--- src/sv/vna_pkg.sv ---
package vna_pkg;

	localparam int VERTEX_SLOTS = 4096;
	localparam int COORD_BITS = 16;
	localparam int SUM_BITS = 48;

	localparam int IDX_W = 12;
	localparam int FIELD_W = 16;
	localparam int ADDR_W = $clog2(VERTEX_SLOTS);
	localparam int CW = (COORD_BITS < FIELD_W) ? COORD_BITS : FIELD_W;
	localparam int VTX_W = 3 * CW;
	localparam int EDGE_W = CW + 1;
	localparam int NRM_W = 2 * EDGE_W + 1;
	localparam int SUMS_W = 3 * SUM_BITS;
	localparam int MAG_W = 30;
	localparam int MUL_W = (EDGE_W > MAG_W + 1) ? EDGE_W : MAG_W + 1;
	localparam int PROD_W = 2 * MUL_W;
	localparam int SQ_W = 2 * MAG_W + 2;
	localparam int LEN_W = MAG_W + 1;
	localparam int REM_W = LEN_W + 1;
	localparam int Q_W = 16;
	localparam int DVD_W = MAG_W + Q_W;
	localparam int CNT_W = 16;

	localparam int IN_DATA_W = 96;
	localparam int IN_USER_W = 2;
	localparam int OUT_DATA_W = 64;
	localparam int OUT_USER_W = 1;

	typedef enum logic [1:0] {
		OP_WRITE = 2'd0,
		OP_FACE  = 2'd1,
		OP_READ  = 2'd2,
		OP_CLEAR = 2'd3
	} op_t;

	typedef enum logic [1:0] {
		VA_IDX = 2'd0,
		VA_A   = 2'd1,
		VA_B   = 2'd2,
		VA_C   = 2'd3
	} vsel_t;

	typedef enum logic [3:0] {
		MS_UYWZ = 4'd0,
		MS_UZWY = 4'd1,
		MS_UZWX = 4'd2,
		MS_UXWZ = 4'd3,
		MS_UXWY = 4'd4,
		MS_UYWX = 4'd5,
		MS_SQX  = 4'd6,
		MS_SQY  = 4'd7,
		MS_SQZ  = 4'd8
	} msel_t;

	typedef struct packed {
		logic              in_load;
		logic              vram_we;
		logic              vram_re;
		vsel_t             vram_sel;
		logic              cap_a;
		logic              cap_b;
		logic              cap_c;
		logic              cap_edge;
		logic              mul_en;
		msel_t             mul_sel;
		logic              sum_re;
		logic              sum_we;
		logic              sum_clr;
		vsel_t             sum_sel;
		logic [ADDR_W-1:0] sweep_addr;
		logic              cnt_inc;
		logic              cnt_clr;
		logic              load_mag;
		logic              norm_step;
		logic              sqrt_init;
		logic              sqrt_step;
		logic              div_init;
		logic              div_step;
		logic              div_store;
		logic [1:0]        comp;
		logic              out_load;
		logic              out_zero;
	} cmd_t;

	typedef struct packed {
		logic idx_ok;
		logic face_ok;
		logic n_zero;
		logic sum_zero;
		logic norm_hi;
		logic norm_lo;
		logic sqrt_done;
	} stat_t;

	function automatic logic slot_ok(logic [IDX_W-1:0] i);
		return 32'(i) < 32'(VERTEX_SLOTS);
	endfunction

	function automatic logic [ADDR_W-1:0] to_addr(logic [IDX_W-1:0] i);
		return ADDR_W'(i);
	endfunction

endpackage

--- src/sv/vna_ctrl.sv ---
module vna_ctrl (
	input  logic           clk,
	input  logic           arst_n,
	input  logic           in_valid,
	output logic           in_ready,
	input  vna_pkg::op_t   in_op,
	output logic           out_valid,
	input  logic           out_ready,
	output vna_pkg::cmd_t  cmd,
	input  vna_pkg::stat_t stat
);

	import vna_pkg::*;

	typedef enum logic [4:0] {
		S_CLR, S_IDLE, S_WV,
		S_FA, S_FB, S_FC, S_FD, S_FE, S_FM, S_FW, S_FZ, S_FR, S_FU,
		S_RA, S_RL, S_RZ, S_RN, S_RS, S_RW, S_RQ, S_DI, S_DS, S_DT, S_RO
	} state_t;

	localparam logic [3:0] MUL_LAST = 4'd5;
	localparam logic [3:0] DIV_LAST = 4'(Q_W - 1);
	localparam logic [1:0] COMP_LAST = 2'd2;
	localparam logic [ADDR_W-1:0] SWEEP_LAST = ADDR_W'(VERTEX_SLOTS - 1);

	state_t state_q;
	logic [3:0] step_q;
	logic [1:0] comp_q;
	logic [ADDR_W-1:0] sweep_q;
	logic zero_q;
	logic out_valid_q;
	logic accept;

	function automatic vsel_t corner_sel(logic [1:0] c);
		vsel_t s;
		unique case (c)
			2'd0: s = VA_A;
			2'd1: s = VA_B;
			default: s = VA_C;
		endcase
		return s;
	endfunction

	function automatic msel_t square_sel(logic [1:0] c);
		msel_t s;
		unique case (c)
			2'd0: s = MS_SQX;
			2'd1: s = MS_SQY;
			default: s = MS_SQZ;
		endcase
		return s;
	endfunction

	assign in_ready = (state_q == S_IDLE);
	assign accept = in_valid && in_ready;
	assign out_valid = out_valid_q;

	always_comb begin
		cmd = '0;
		cmd.in_load = accept;
		cmd.sweep_addr = sweep_q;
		cmd.comp = comp_q;
		unique case (state_q)
			S_CLR: begin
				cmd.sum_clr = 1'b1;
				cmd.cnt_clr = 1'b1;
			end
			S_WV: cmd.vram_we = stat.idx_ok;
			S_FA: begin
				cmd.vram_re = 1'b1;
				cmd.vram_sel = VA_A;
			end
			S_FB: begin
				cmd.vram_re = 1'b1;
				cmd.vram_sel = VA_B;
				cmd.cap_a = 1'b1;
			end
			S_FC: begin
				cmd.vram_re = 1'b1;
				cmd.vram_sel = VA_C;
				cmd.cap_b = 1'b1;
			end
			S_FD: cmd.cap_c = 1'b1;
			S_FE: cmd.cap_edge = 1'b1;
			S_FM: begin
				cmd.mul_en = 1'b1;
				cmd.mul_sel = msel_t'(step_q);
			end
			S_FZ: cmd.cnt_inc = stat.n_zero;
			S_FR: begin
				cmd.sum_re = 1'b1;
				cmd.sum_sel = corner_sel(comp_q);
			end
			S_FU: begin
				cmd.sum_we = 1'b1;
				cmd.sum_sel = corner_sel(comp_q);
			end
			S_RA: begin
				cmd.sum_re = 1'b1;
				cmd.sum_sel = VA_IDX;
			end
			S_RL: cmd.load_mag = 1'b1;
			S_RN: cmd.norm_step = 1'b1;
			S_RS: begin
				cmd.mul_en = 1'b1;
				cmd.mul_sel = square_sel(comp_q);
			end
			S_RW: cmd.sqrt_init = 1'b1;
			S_RQ: cmd.sqrt_step = !stat.sqrt_done;
			S_DI: cmd.div_init = 1'b1;
			S_DS: cmd.div_step = 1'b1;
			S_DT: cmd.div_store = 1'b1;
			S_RO: begin
				cmd.out_load = !out_valid_q || out_ready;
				cmd.out_zero = zero_q;
			end
			default: ;
		endcase
	end

	always_ff @(posedge clk or negedge arst_n) begin
		if (!arst_n) begin
			state_q <= S_CLR;
			step_q <= '0;
			comp_q <= '0;
			sweep_q <= '0;
			zero_q <= 1'b0;
			out_valid_q <= 1'b0;
		end else begin
			if (cmd.out_load) begin
				out_valid_q <= 1'b1;
			end else if (out_ready) begin
				out_valid_q <= 1'b0;
			end
			unique case (state_q)
				S_CLR: begin
					if (sweep_q == SWEEP_LAST) begin
						sweep_q <= '0;
						state_q <= S_IDLE;
					end else begin
						sweep_q <= sweep_q + 1'b1;
					end
				end
				S_IDLE: begin
					if (accept) begin
						unique case (in_op)
							OP_WRITE: state_q <= S_WV;
							OP_FACE: state_q <= S_FA;
							OP_READ: state_q <= S_RA;
							OP_CLEAR: state_q <= S_CLR;
						endcase
					end
				end
				S_WV: state_q <= S_IDLE;
				S_FA: state_q <= stat.face_ok ? S_FB : S_IDLE;
				S_FB: state_q <= S_FC;
				S_FC: state_q <= S_FD;
				S_FD: state_q <= S_FE;
				S_FE: begin
					step_q <= '0;
					state_q <= S_FM;
				end
				S_FM: begin
					if (step_q == MUL_LAST) begin
						step_q <= '0;
						state_q <= S_FW;
					end else begin
						step_q <= step_q + 1'b1;
					end
				end
				S_FW: state_q <= S_FZ;
				S_FZ: begin
					comp_q <= '0;
					state_q <= stat.n_zero ? S_IDLE : S_FR;
				end
				S_FR: state_q <= S_FU;
				S_FU: begin
					if (comp_q == COMP_LAST) begin
						comp_q <= '0;
						state_q <= S_IDLE;
					end else begin
						comp_q <= comp_q + 1'b1;
						state_q <= S_FR;
					end
				end
				S_RA: state_q <= S_RL;
				S_RL: state_q <= S_RZ;
				S_RZ: begin
					zero_q <= stat.sum_zero;
					state_q <= stat.sum_zero ? S_RO : S_RN;
				end
				S_RN: begin
					if (!stat.norm_hi && !stat.norm_lo) begin
						comp_q <= '0;
						state_q <= S_RS;
					end
				end
				S_RS: begin
					if (comp_q == COMP_LAST) begin
						comp_q <= '0;
						state_q <= S_RW;
					end else begin
						comp_q <= comp_q + 1'b1;
					end
				end
				S_RW: state_q <= S_RQ;
				S_RQ: begin
					if (stat.sqrt_done) begin
						state_q <= S_DI;
					end
				end
				S_DI: begin
					step_q <= '0;
					state_q <= S_DS;
				end
				S_DS: begin
					if (step_q == DIV_LAST) begin
						step_q <= '0;
						state_q <= S_DT;
					end else begin
						step_q <= step_q + 1'b1;
					end
				end
				S_DT: begin
					if (comp_q == COMP_LAST) begin
						comp_q <= '0;
						state_q <= S_RO;
					end else begin
						comp_q <= comp_q + 1'b1;
						state_q <= S_DI;
					end
				end
				S_RO: begin
					if (cmd.out_load) begin
						state_q <= S_IDLE;
					end
				end
				default: state_q <= S_IDLE;
			endcase
		end
	end

endmodule

--- config.mk ---
export PLATFORM = sky130hd
export DESIGN_NAME = vna_ctrl
export DESIGN_NICKNAME = d
export VERILOG_FILES = /design/src/sv/vna_pkg.sv /design/src/sv/vna_ctrl.sv
export SDC_FILE = /design/constraint.sdc
export NUM_CORES = 1
export LEC_CHECK = 0
export ABC_AREA = 0
export BUFFER_PORTS_ARGS = -buffer_cell sky130_fd_sc_hd__buf_2
export CAP_MARGIN = 20
export CORE_MARGIN = 2
export CORE_UTILIZATION = 43
export DETAILED_ROUTE_END_ITERATION = 8
export GPL_TIMING_DRIVEN = 0
export PLACE_DENSITY = 0.79
export SLEW_MARGIN = 20
export SYNTH_ARGS = -nofsm -noshare
export SYNTH_HDL_FRONTEND = slang
export SYNTH_SLANG_ARGS = --single-unit
--- constraint.sdc ---
create_clock -name clk -period 4.5 [get_ports clk]
set_input_delay 0.675 -clock clk [delete_from_list [all_inputs] [get_ports clk]]
set_output_delay 0.675 -clock clk [all_outputs]
set_load 0.05 [all_outputs]
==> flow_summary.toml, run 1 <==
[critical_path]
cp_top_family = "buffers and inverters"
worstReg2RegEnd = "state_q[1]"
required_ns = 3.83
startpoint_type = "register"
r2r_start = "state_q[3]"
critPathBufInv = 4
cp-startpoint = "state_q[0]"
crit_path_cell_trace = "buf_6 > clkbuf_1 > clkbuf_1 > nand2_1 > o22ai_1 > and3_1 > buf_2"
slowest_stage = "clkbuf_1"
rr_worst_depth = 6
end_kind = "output port"
cp_max_fo = 10
worstSetupPathType = "register to output port"
arrival_ns = 2.30
slowest_delay_ns = 0.39
r2r_slack_ns = 2.40
path_common_cell = "clkbuf_1"

[power_and_ir_drop]
seqPwrFrac_pct = 22.0
switching_share_pct = 57.66
power_mw = 1.640
ir_drop_v = 0.0003313
pwr_density_cell_mw_per_mm2 = 665.1
switching_power_uw = 945.7
pwr-share-clk_pct = 8.9
comb_power_share_pct = 69.1
leakage_nw = 1.248
power.internal_uw = 694.5

[sta]
hold_viol_final = 0
fin_crit_sh_pct = 66.15
slew_violations = 0
period_needed_ns = 2.977
setup-violations-final = 0
fin_tns_setup_ns = 0
skew_ns = 0.005575
fmax_ghz = 0.3359
final.setup.worst_slack_ns = 1.523
max_slew_margin_pct = 60.70
tightest_slew_ns = 0.5895
rsz0062_at_grt = "false"
whs_ns = 0.3775

[logic_synthesis]
synthArstFlopShare_pct = 100.0
yosys-top-cells-count = "nand2_1 (29), dfrtp_1 (25), nor2_1 (25)"
synth_warnings = 0
syn_inst = 261
synthFlopType = "dfrtp_1"
synth-seq-cells = 25
syn_area_per_cell_sq_um = 7.891
synth_most_common_cell = "nand2_1"
yosys-top-cells-area = "dfrtp_1 (30%), nand2_1 (5.3%), nor2_1 (4.6%)"
yosys.area.top_type = "dfrtp_1"
synth_edf_count = 0
netlist_area_sq_mm = 0.002059
ys_types = 53
synth.top_cell.area_share_pct = 30.38
synth-seq-area-share_pct = 30.38
synth_fp_nets = 281

[route]
wire_per_inst_um = 14.87
wl_um = 5605
viasPerCell = 5.857
first_pass_iters = 4
ant_nets = 0
drt-initial-drc-count = 142
vias = 2208
drc = 0

[cells_and_area]
fin_area_sq_mm = 0.002466
stdcell_count = 377
fill_cells = 452
syn_to_final_growth_pct = 19.75
antennaDiodeCount = 0
drive_above_1_share_pct = 27.86
layout.nets = 344
fin_util_pct = 52.91

[floorplanning]
core_sq_mm = 0.004661
fp-row-count = 25
die_w_um = 73.21
initial_utilization_pct = 44.19
die_h_um = 73.21
io_pins = 59
die_area_sq_mm = 0.005359

[clocking]
cts_setup_buffers = 0
insertion_delay_ns = 0.28
hold_buffers = 0
cts_buffers = 3
clockBufferDepth = 2
ctsResizeCount = 0
cts_tree = "built"
clkTransAtPathRegs_ns = 0.10
clock_sinks = 25
h-tree-depth = 1
clock-root-buffer = "clkbuf_8"

[global_routing]
grt-ovfl-total = 0
grt.total_usage_pct = 20.94
grt_pass1_wl_um = 8880
grt_start_max_net_pins = 26
antenna_found_initial = 0
grt_pass1_vias = 1894

[placed_design]
place_inst = 373
port_buffers = 58
hpwl_um = 4263
placed_area_sq_mm = 0.002417
gp_congestion = 0.9023
post-place-ws_ns = 1.862

[hold_path]
min-delay-path-class = "primary input to asynchronous set/reset pin"

[run_status]
outcome = "completed"

[run]
max_cap_violations = 0
[power by group through the flow]
stage          Combinational (mW)  Clock, mW  Sequential, mW
2_1_floorplan               0.802          0           0.430
3_3_place_gp                 1.11          0           0.359
3_5_place_dp                 1.12          0           0.362
4_1_cts                      1.13      0.146           0.357
5_1_grt                      1.22      0.152           0.369
6_report                     1.13      0.147           0.360
[area by class of cell]
type | count | area (sq um) | area share (%)
multi-input cells | 206 | 1287 | 52.21
flip-flops and latches | 25 | 625.6 | 25.37
repair buffers | 58 | 290.3 | 11.77
plain buffers | 18 | 101.3 | 4.110
well taps | 54 | 67.56 | 2.740
inverters | 12 | 45.04 | 1.826
clock buffers | 3 | 41.29 | 1.674
clock inverters | 1 | 7.507 | 0.3044
[cell families (layout without fill, tap and decap cells)]
group,after synthesis,after routing,share of synthesized area [%]
multiplexers,2,2,1.093
AND/OR/NAND/NOR,131,131,34.57
XOR/XNOR,10,10,4.253
flip-flops,25,25,30.38
adder cells (fa/ha/maj),7,7,4.253
buffers and inverters,30,92,7.108
AO/OA/AOI/OAI,56,56,18.35
[worst max path at each step]
stage | to | slack, ns | cells after the start
2_1_floorplan | cmd[37] | 1.14 | 6
3_3_place_gp | cmd[26] | 1.89 | 7
3_5_place_dp | cmd[25] | 1.86 | 7
4_1_cts | cmd[25] | 1.54 | 7
5_1_grt | cmd[41] | 1.28 | 7
6_report | cmd[25] | 1.52 | 7
[flip-flops by register name (all words and copies together), names as in the netlist]
name,cells
comp_q,2
out_valid,1
state_q,5
step_q,4
sweep_q,12
zero_q,1
[routing by layer]
metal | up-vias | share of wire [%] | GRT usage (%)
li1 | 1042 | - | -
met1 | 1073 | 43 | 28.42
met2 | 88 | 50 | 34.83
met3 | 5 | 6.0 | 2.210
met4 | 0 | 1.1 | 6.584
met5 | - | 0 | 0
[cell usage in the layout (no fill, tap or decap), types with 4 or more instances in the layout]
| master | netlist | final |
|---|---|---|
| buf_2 | 9 | 67 |
| nand2_1 | 29 | 29 |
| nor2_1 | 25 | 25 |
| dfrtp_1 | 25 | 25 |
| o21ai_0 | 16 | 16 |
| nor3_1 | 14 | 14 |
| inv_1 | 12 | 12 |
| nand3_1 | 11 | 11 |
| a21oi_1 | 10 | 10 |
| o22ai_1 | 8 | 8 |
| nand2b_1 | 7 | 7 |
| and3_1 | 7 | 7 |
| nor2b_1 | 7 | 7 |
| ha_1 | 7 | 7 |
| xnor2_1 | 6 | 6 |
| and2_1 | 5 | 5 |
| buf_4 | 4 | 4 |
| clkbuf_1 | 4 | 4 |
| or3_1 | 4 | 4 |
| xor2_1 | 4 | 4 |
(Power assumes the default switching activity.)
==> inputs of run 2 (changes only) <==
PLACE_DENSITY = 0.82   (was 0.79)
clock period = 2.6 ns   (was 4.5 ns; I/O delays follow)
==> run 2 against run 1 <==
Via count decreased by 1.6%; critical path depth is 2 lower; worst hold slack worse by 0.27 ns; routed wire length grew 2.9%; clock skew fell by 0.0038 ns; clock power rose by 72%; total power is 76% higher; global-route usage increased by 0.67 points; setup slack worse by 1.5 ns; design area is 0.96% higher; count of clock-buffer cells in the layout is the same; largest cell class unchanged.
==> flow_summary.toml, run 2 (same netlist as run 1, synthesis figures left out) <==
[critical_path]
end_kind = "output port"
arrival_ns = 2.15
path_common_cell = "buf_2"
critPathBufInv = 2
worstSetupPathType = "register to output port"
r2r_start = "state_q[3]"
cp-startpoint = "state_q[2]"
worstReg2RegEnd = "state_q[1]"
rr_worst_depth = 6
startpoint_type = "register"
slowest_stage = "dfrtp_1"
cp_max_fo = 10
slowest_delay_ns = 0.48
cp_num_cells = 5
crit_path_cell_trace = "or2_2 > buf_2 > or3_1 > o22ai_1 > buf_2"
required_ns = 2.21
cp_top_family = "simple AND/OR/NAND/NOR gates"
r2r_slack_ns = 0.48
critical_path.endpoint = "cmd[30]"

[clocking]
h-tree-depth = 1
clkTransAtPathRegs_ns = 0.10
cts_buffers = 3
insertion_delay_ns = 0.28
clock-root-buffer = "clkbuf_8"
clock_sinks = 25
hold_buffers = 0
cts_tree = "built"
cts_setup_buffers = 0
ctsResizeCount = 2
clockBufferDepth = 2

[route]
vias = 2172
drt-initial-drc-count = 153
wl_um = 5768
viasPerCell = 5.777
drc = 0
ant_nets = 0
wire_per_inst_um = 15.34
first_pass_iters = 4

[global_routing]
grt-ovfl-total = 0
grt_pass1_vias = 1990
grt_pass1_wl_um = 9239
grt.total_usage_pct = 21.62
grt_start_max_net_pins = 26
antenna_found_initial = 0

[sta]
tightest_slew_ns = 0.6043
period_needed_ns = 2.542
skew_ns = 0.001783
slew_violations = 0
rsz0062_at_grt = "false"
setup-violations-final = 0
fin_crit_sh_pct = 97.77
max_slew_margin_pct = 59.71
fmax_ghz = 0.3934
whs_ns = 0.1044
final.setup.worst_slack_ns = 0.05788
fin_tns_setup_ns = 0
hold_viol_final = 0

[power_and_ir_drop]
power.internal_mw = 1.215
leakage_nw = 1.253
power_mw = 2.879
switching_share_pct = 57.81
ir_drop_v = 0.0008715
seqPwrFrac_pct = 21.9
comb_power_share_pct = 69.4
switching_power_mw = 1.665
pwr_density_cell_mw_per_mm2 = 1156
pwr-share-clk_pct = 8.8

[floorplanning]
io_pins = 59
die_area_sq_mm = 0.005359
initial_utilization_pct = 44.19
die_h_um = 73.21
fp-row-count = 25
die_w_um = 73.21
core_sq_mm = 0.004661

[placed_design]
placed_area_sq_mm = 0.002434
post-place-ws_ns = 0.2176
port_buffers = 58
hpwl_um = 4385
gp_congestion = 0.8974

[cells_and_area]
reg_top3 = "sweep_q (12), state_q (5), step_q (4)"
drive_above_1_share_pct = 29.19
largest_reg_flops = 12
final_cell_mix = "buf_2 (62), nand2_1 (29), nor2_1 (25), dfrtp_1 (25), o21ai_0 (16)"
syn_to_final_growth_pct = 20.90
final_common_cell = "buf_2"
fin_area_sq_mm = 0.002490
antennaDiodeCount = 0
layout.nets = 343
top_register = "sweep_q"

[hold_path]
min-delay-path-class = "primary input to asynchronous set/reset pin"

[run_status]
outcome = "completed"

[run]
max_cap_violations = 0
==> run 2: worst reg2reg max path, stage by stage (launching register included) <==
cell and delay, ns:
dfrtp_1 0.44, buf_2 0.21, or4b_4 0.56, a211oi_2 0.22, a21oi_1 0.09, nand3_2 0.14
mux2_1 0.34
==> run 2: per-stage QoR <==
| step | utilization, % | std cells |
|---|---|---|
| after global routing | 53.42 | 376 |
| after detailed placement | 52.21 | 373 |
| after floorplan | - | 261 |
| after CTS | 53.23 | 376 |
| final | 53.42 | 376 |
| after global placement | 52.21 | 373 |
==> run 2: layout make-up <==
| type | count | area, sq um |
|---|---|---|
| fillers | 458 | 2171 |
| multi-input cells | 206 | 1304 |
| flip-flops and latches | 25 | 625.6 |
| repair buffers | 58 | 295.3 |
| plain buffers | 17 | 103.9 |
| well taps | 54 | 67.56 |
| inverters | 12 | 45.04 |
| clock buffers | 3 | 41.29 |
| clock inverters | 1 | 7.507 |
==> run 2: power by group through the flow <==
stage / Clock [mW] / Sequential, mW / Combinational [mW]
after global routing: 0.264 / 0.642 / 2.15
final: 0.253 / 0.629 / 2.00
after global placement: 0 / 0.621 / 1.94
after detailed placement: 0 / 0.631 / 1.97
after CTS: 0.254 / 0.625 / 1.97
after floorplan: 0 / 0.745 / 1.40
==> run 2: layer usage <==
layer	GRT usage, %	share of wire (%)	vias up
li1	-	-	1041
met1	28.86	44	1033
met2	35.34	47	85
met3	3.453	6.4	13
met4	7.407	1.8	0
met5	0	0	-
==> run 2: worst min path at each step <==
stage	startpoint	endpoint	slack, ns	cells past startpoint
2_1_floorplan	arst_n	comp_q[0]	0.09	0
6_report	arst_n	step_q[3]	0.10	1
3_3_place_gp	arst_n	step_q[1]	0.43	1
4_1_cts	arst_n	step_q[1]	0.13	1
5_1_grt	arst_n	step_q[1]	0.15	1
3_5_place_dp	arst_n	step_q[1]	0.43	1
==> inputs of run 3 (changes only) <==
--- a/config.mk
+++ b/config.mk
@@ -12,7 +12,7 @@
 export CORE_UTILIZATION = 43
 export DETAILED_ROUTE_END_ITERATION = 8
+export GPL_ROUTABILITY_DRIVEN = 0
 export GPL_TIMING_DRIVEN = 0
 export PLACE_DENSITY = 0.82
-export SLEW_MARGIN = 20
 export SYNTH_ARGS = -nofsm -noshare
 export SYNTH_HDL_FRONTEND = slang
==> constraint.sdc (replaced) <==
create_clock -name clk -period 2.6 [get_ports clk]
set_input_delay 0.52 -clock clk [delete_from_list [all_inputs] [get_ports clk]]
set_output_delay 0.52 -clock clk [all_outputs]
set_load 0.05 [all_outputs]
==> run 3 against run 2 <==
Routed wire length grew 0.57%; register-to-register slack improved by 0.04 ns; sequential power hardly changed; design area increased by 2.4%; global-route usage increased by 0.52 points; cell count shrank 0.27%; first-iteration DRC count unchanged; highest routed layer unchanged.
==> flow_summary.toml, run 3 (same netlist as run 1, synthesis figures left out) <==
[cells_and_area]
drive_above_1_share_pct = 31.78
antennaDiodeCount = 0
layout.nets = 342
largest_reg_flops = 12
fin_area_sq_mm = 0.002549
final_common_cell = "buf_2"
fill_cells = 437
reg_top3 = "sweep_q (12), state_q (5), step_q (4)"
top_register = "sweep_q"
syn_to_final_growth_pct = 23.75
final_cell_mix = "buf_2 (56), nand2_1 (29), nor2_1 (25)"
fin_util_pct = 54.68

[critical_path]
critPathBufInv = 1
startpoint_type = "register"
arrival_ns = 2.03
worstSetupPathType = "register to output port"
rr_worst_depth = 6
required_ns = 2.08
slowest_stage = "dfrtp_2"
slowest_delay_ns = 0.47
cp_max_fo = 10
end_kind = "output port"
cp_top_family = "simple AND/OR/NAND/NOR gates"
cp_num_cells = 4
crit_path_cell_trace = "or2_2 > or3_4 > o22ai_1 > buf_4"

[power_and_ir_drop]
power_mw = 2.926
leakage_nw = 1.262
switching_share_pct = 57.73
switching_power_mw = 1.689
power.internal_mw = 1.237
seqPwrFrac_pct = 21.5
pwr_density_cell_mw_per_mm2 = 1148
pwr-share-clk_pct = 8.9
comb_power_share_pct = 69.7
ir_drop_v = 0.0009267

[sta]
max_slew_margin_pct = 59.93
tightest_slew_ns = 0.6010
fin_crit_sh_pct = 98.11
fmax_ghz = 0.3920
skew_ns = 0.005240
whs_ns = 0.2296
final.setup.worst_slack_ns = 0.04913
setup-violations-final = 0
period_needed_ns = 2.551
slew_violations = 0
hold_viol_final = 0

[clocking]
h-tree-depth = 1
insertion_delay_ns = 0.28
cts_buffers = 3
clkTransAtPathRegs_ns = 0.11
clock_sinks = 25
cts_setup_buffers = 0
clockBufferDepth = 2
cts_tree = "built"
clock-root-buffer = "clkbuf_8"
hold_buffers = 0

[floorplanning]
die_w_um = 73.21
initial_utilization_pct = 44.19
die_area_sq_mm = 0.005359
core_sq_mm = 0.004661
io_pins = 59
die_h_um = 73.21
fp-row-count = 25

[global_routing]
grt.total_usage_pct = 22.14
antenna_found_initial = 0
grt_start_max_net_pins = 26
grt_pass1_vias = 1955
grt-ovfl-total = 0
grt_pass1_wl_um = 9259

[placed_design]
port_buffers = 58
hpwl_um = 4355
placed_area_sq_mm = 0.002460
post-place-ws_ns = 0.05875

[route]
ant_nets = 0
viasPerCell = 5.907
wl_um = 5801
drt-initial-drc-count = 153
first_pass_iters = 5
drc = 0
vias = 2215
wire_per_inst_um = 15.47

[run_status]
outcome = "completed"

[run]
max_cap_violations = 0

[hold_path]
min-delay-path-class = "primary input to asynchronous set/reset pin"
## run 3: cell types whose count changed in the layout (fill, tap and decap cells not counted), sizes merged
cell,delta
clkbuf,-2
buf,+1
## run 3: cell type report
cell class                      count  area, sq um  share of cell area [%]
Clock inverter                      1        7.507                  0.2946
Multi-Input combinational cell    206         1350                   52.97
Timing Repair Buffer               58        311.5                   12.22
Inverter                           12        45.04                   1.767
Buffer                             16        98.84                   3.878
Clock buffer                        3        41.29                   1.620
Sequential cell                    25        626.9                   24.60
Tap cell                           54        67.56                   2.651
## run 3: stage by stage
stage          std cells  TNS [ns]
6_report             375         0
5_1_grt              375  -0.01116
4_1_cts              376         0
3_5_place_dp         373         0
3_3_place_gp         373         0
2_1_floorplan        261   -0.7395
## run 3: path summary, 6_finish.rpt
kind,startpoint,endpoint,slack (ns)
worst max-delay path,state_q[2],cmd[30],0.05
worst min register to register,sweep_q[10],sweep_q[10],0.50
min in group clk,sweep_q[10],sweep_q[10],0.50
max in group asynchronous,arst_n,state_q[2],1.94
worst max register to register,state_q[1],state_q[1],0.52
worst min-delay path,arst_n,comp_q[1],0.23
## run 3: power by group through the flow
stage / Clock (mW) / Sequential (mW) / Combinational (mW)
finish: 0.259 / 0.629 / 2.04
global route: 0.263 / 0.643 / 2.20
CTS: 0.256 / 0.623 / 2.01
detailed placement: 0 / 0.630 / 1.98
global placement: 0 / 0.620 / 1.95
floorplan: 0 / 0.745 / 1.43
## run 3: repair_timing
item / in CTS / in global routing
endpoints found under the hold margin: 0 / 0
resized for setup: 11 / 11
setup endpoints to repair: 13 / 9
## run 3: layer usage
metal,part of all wire [%],up-vias,GRT usage [%]
met5,0,-,0
met4,2.5,0,9.877
met3,5.8,16,2.210
met2,48,97,35.54
met1,44,1070,30.02
li1,-,1032,-
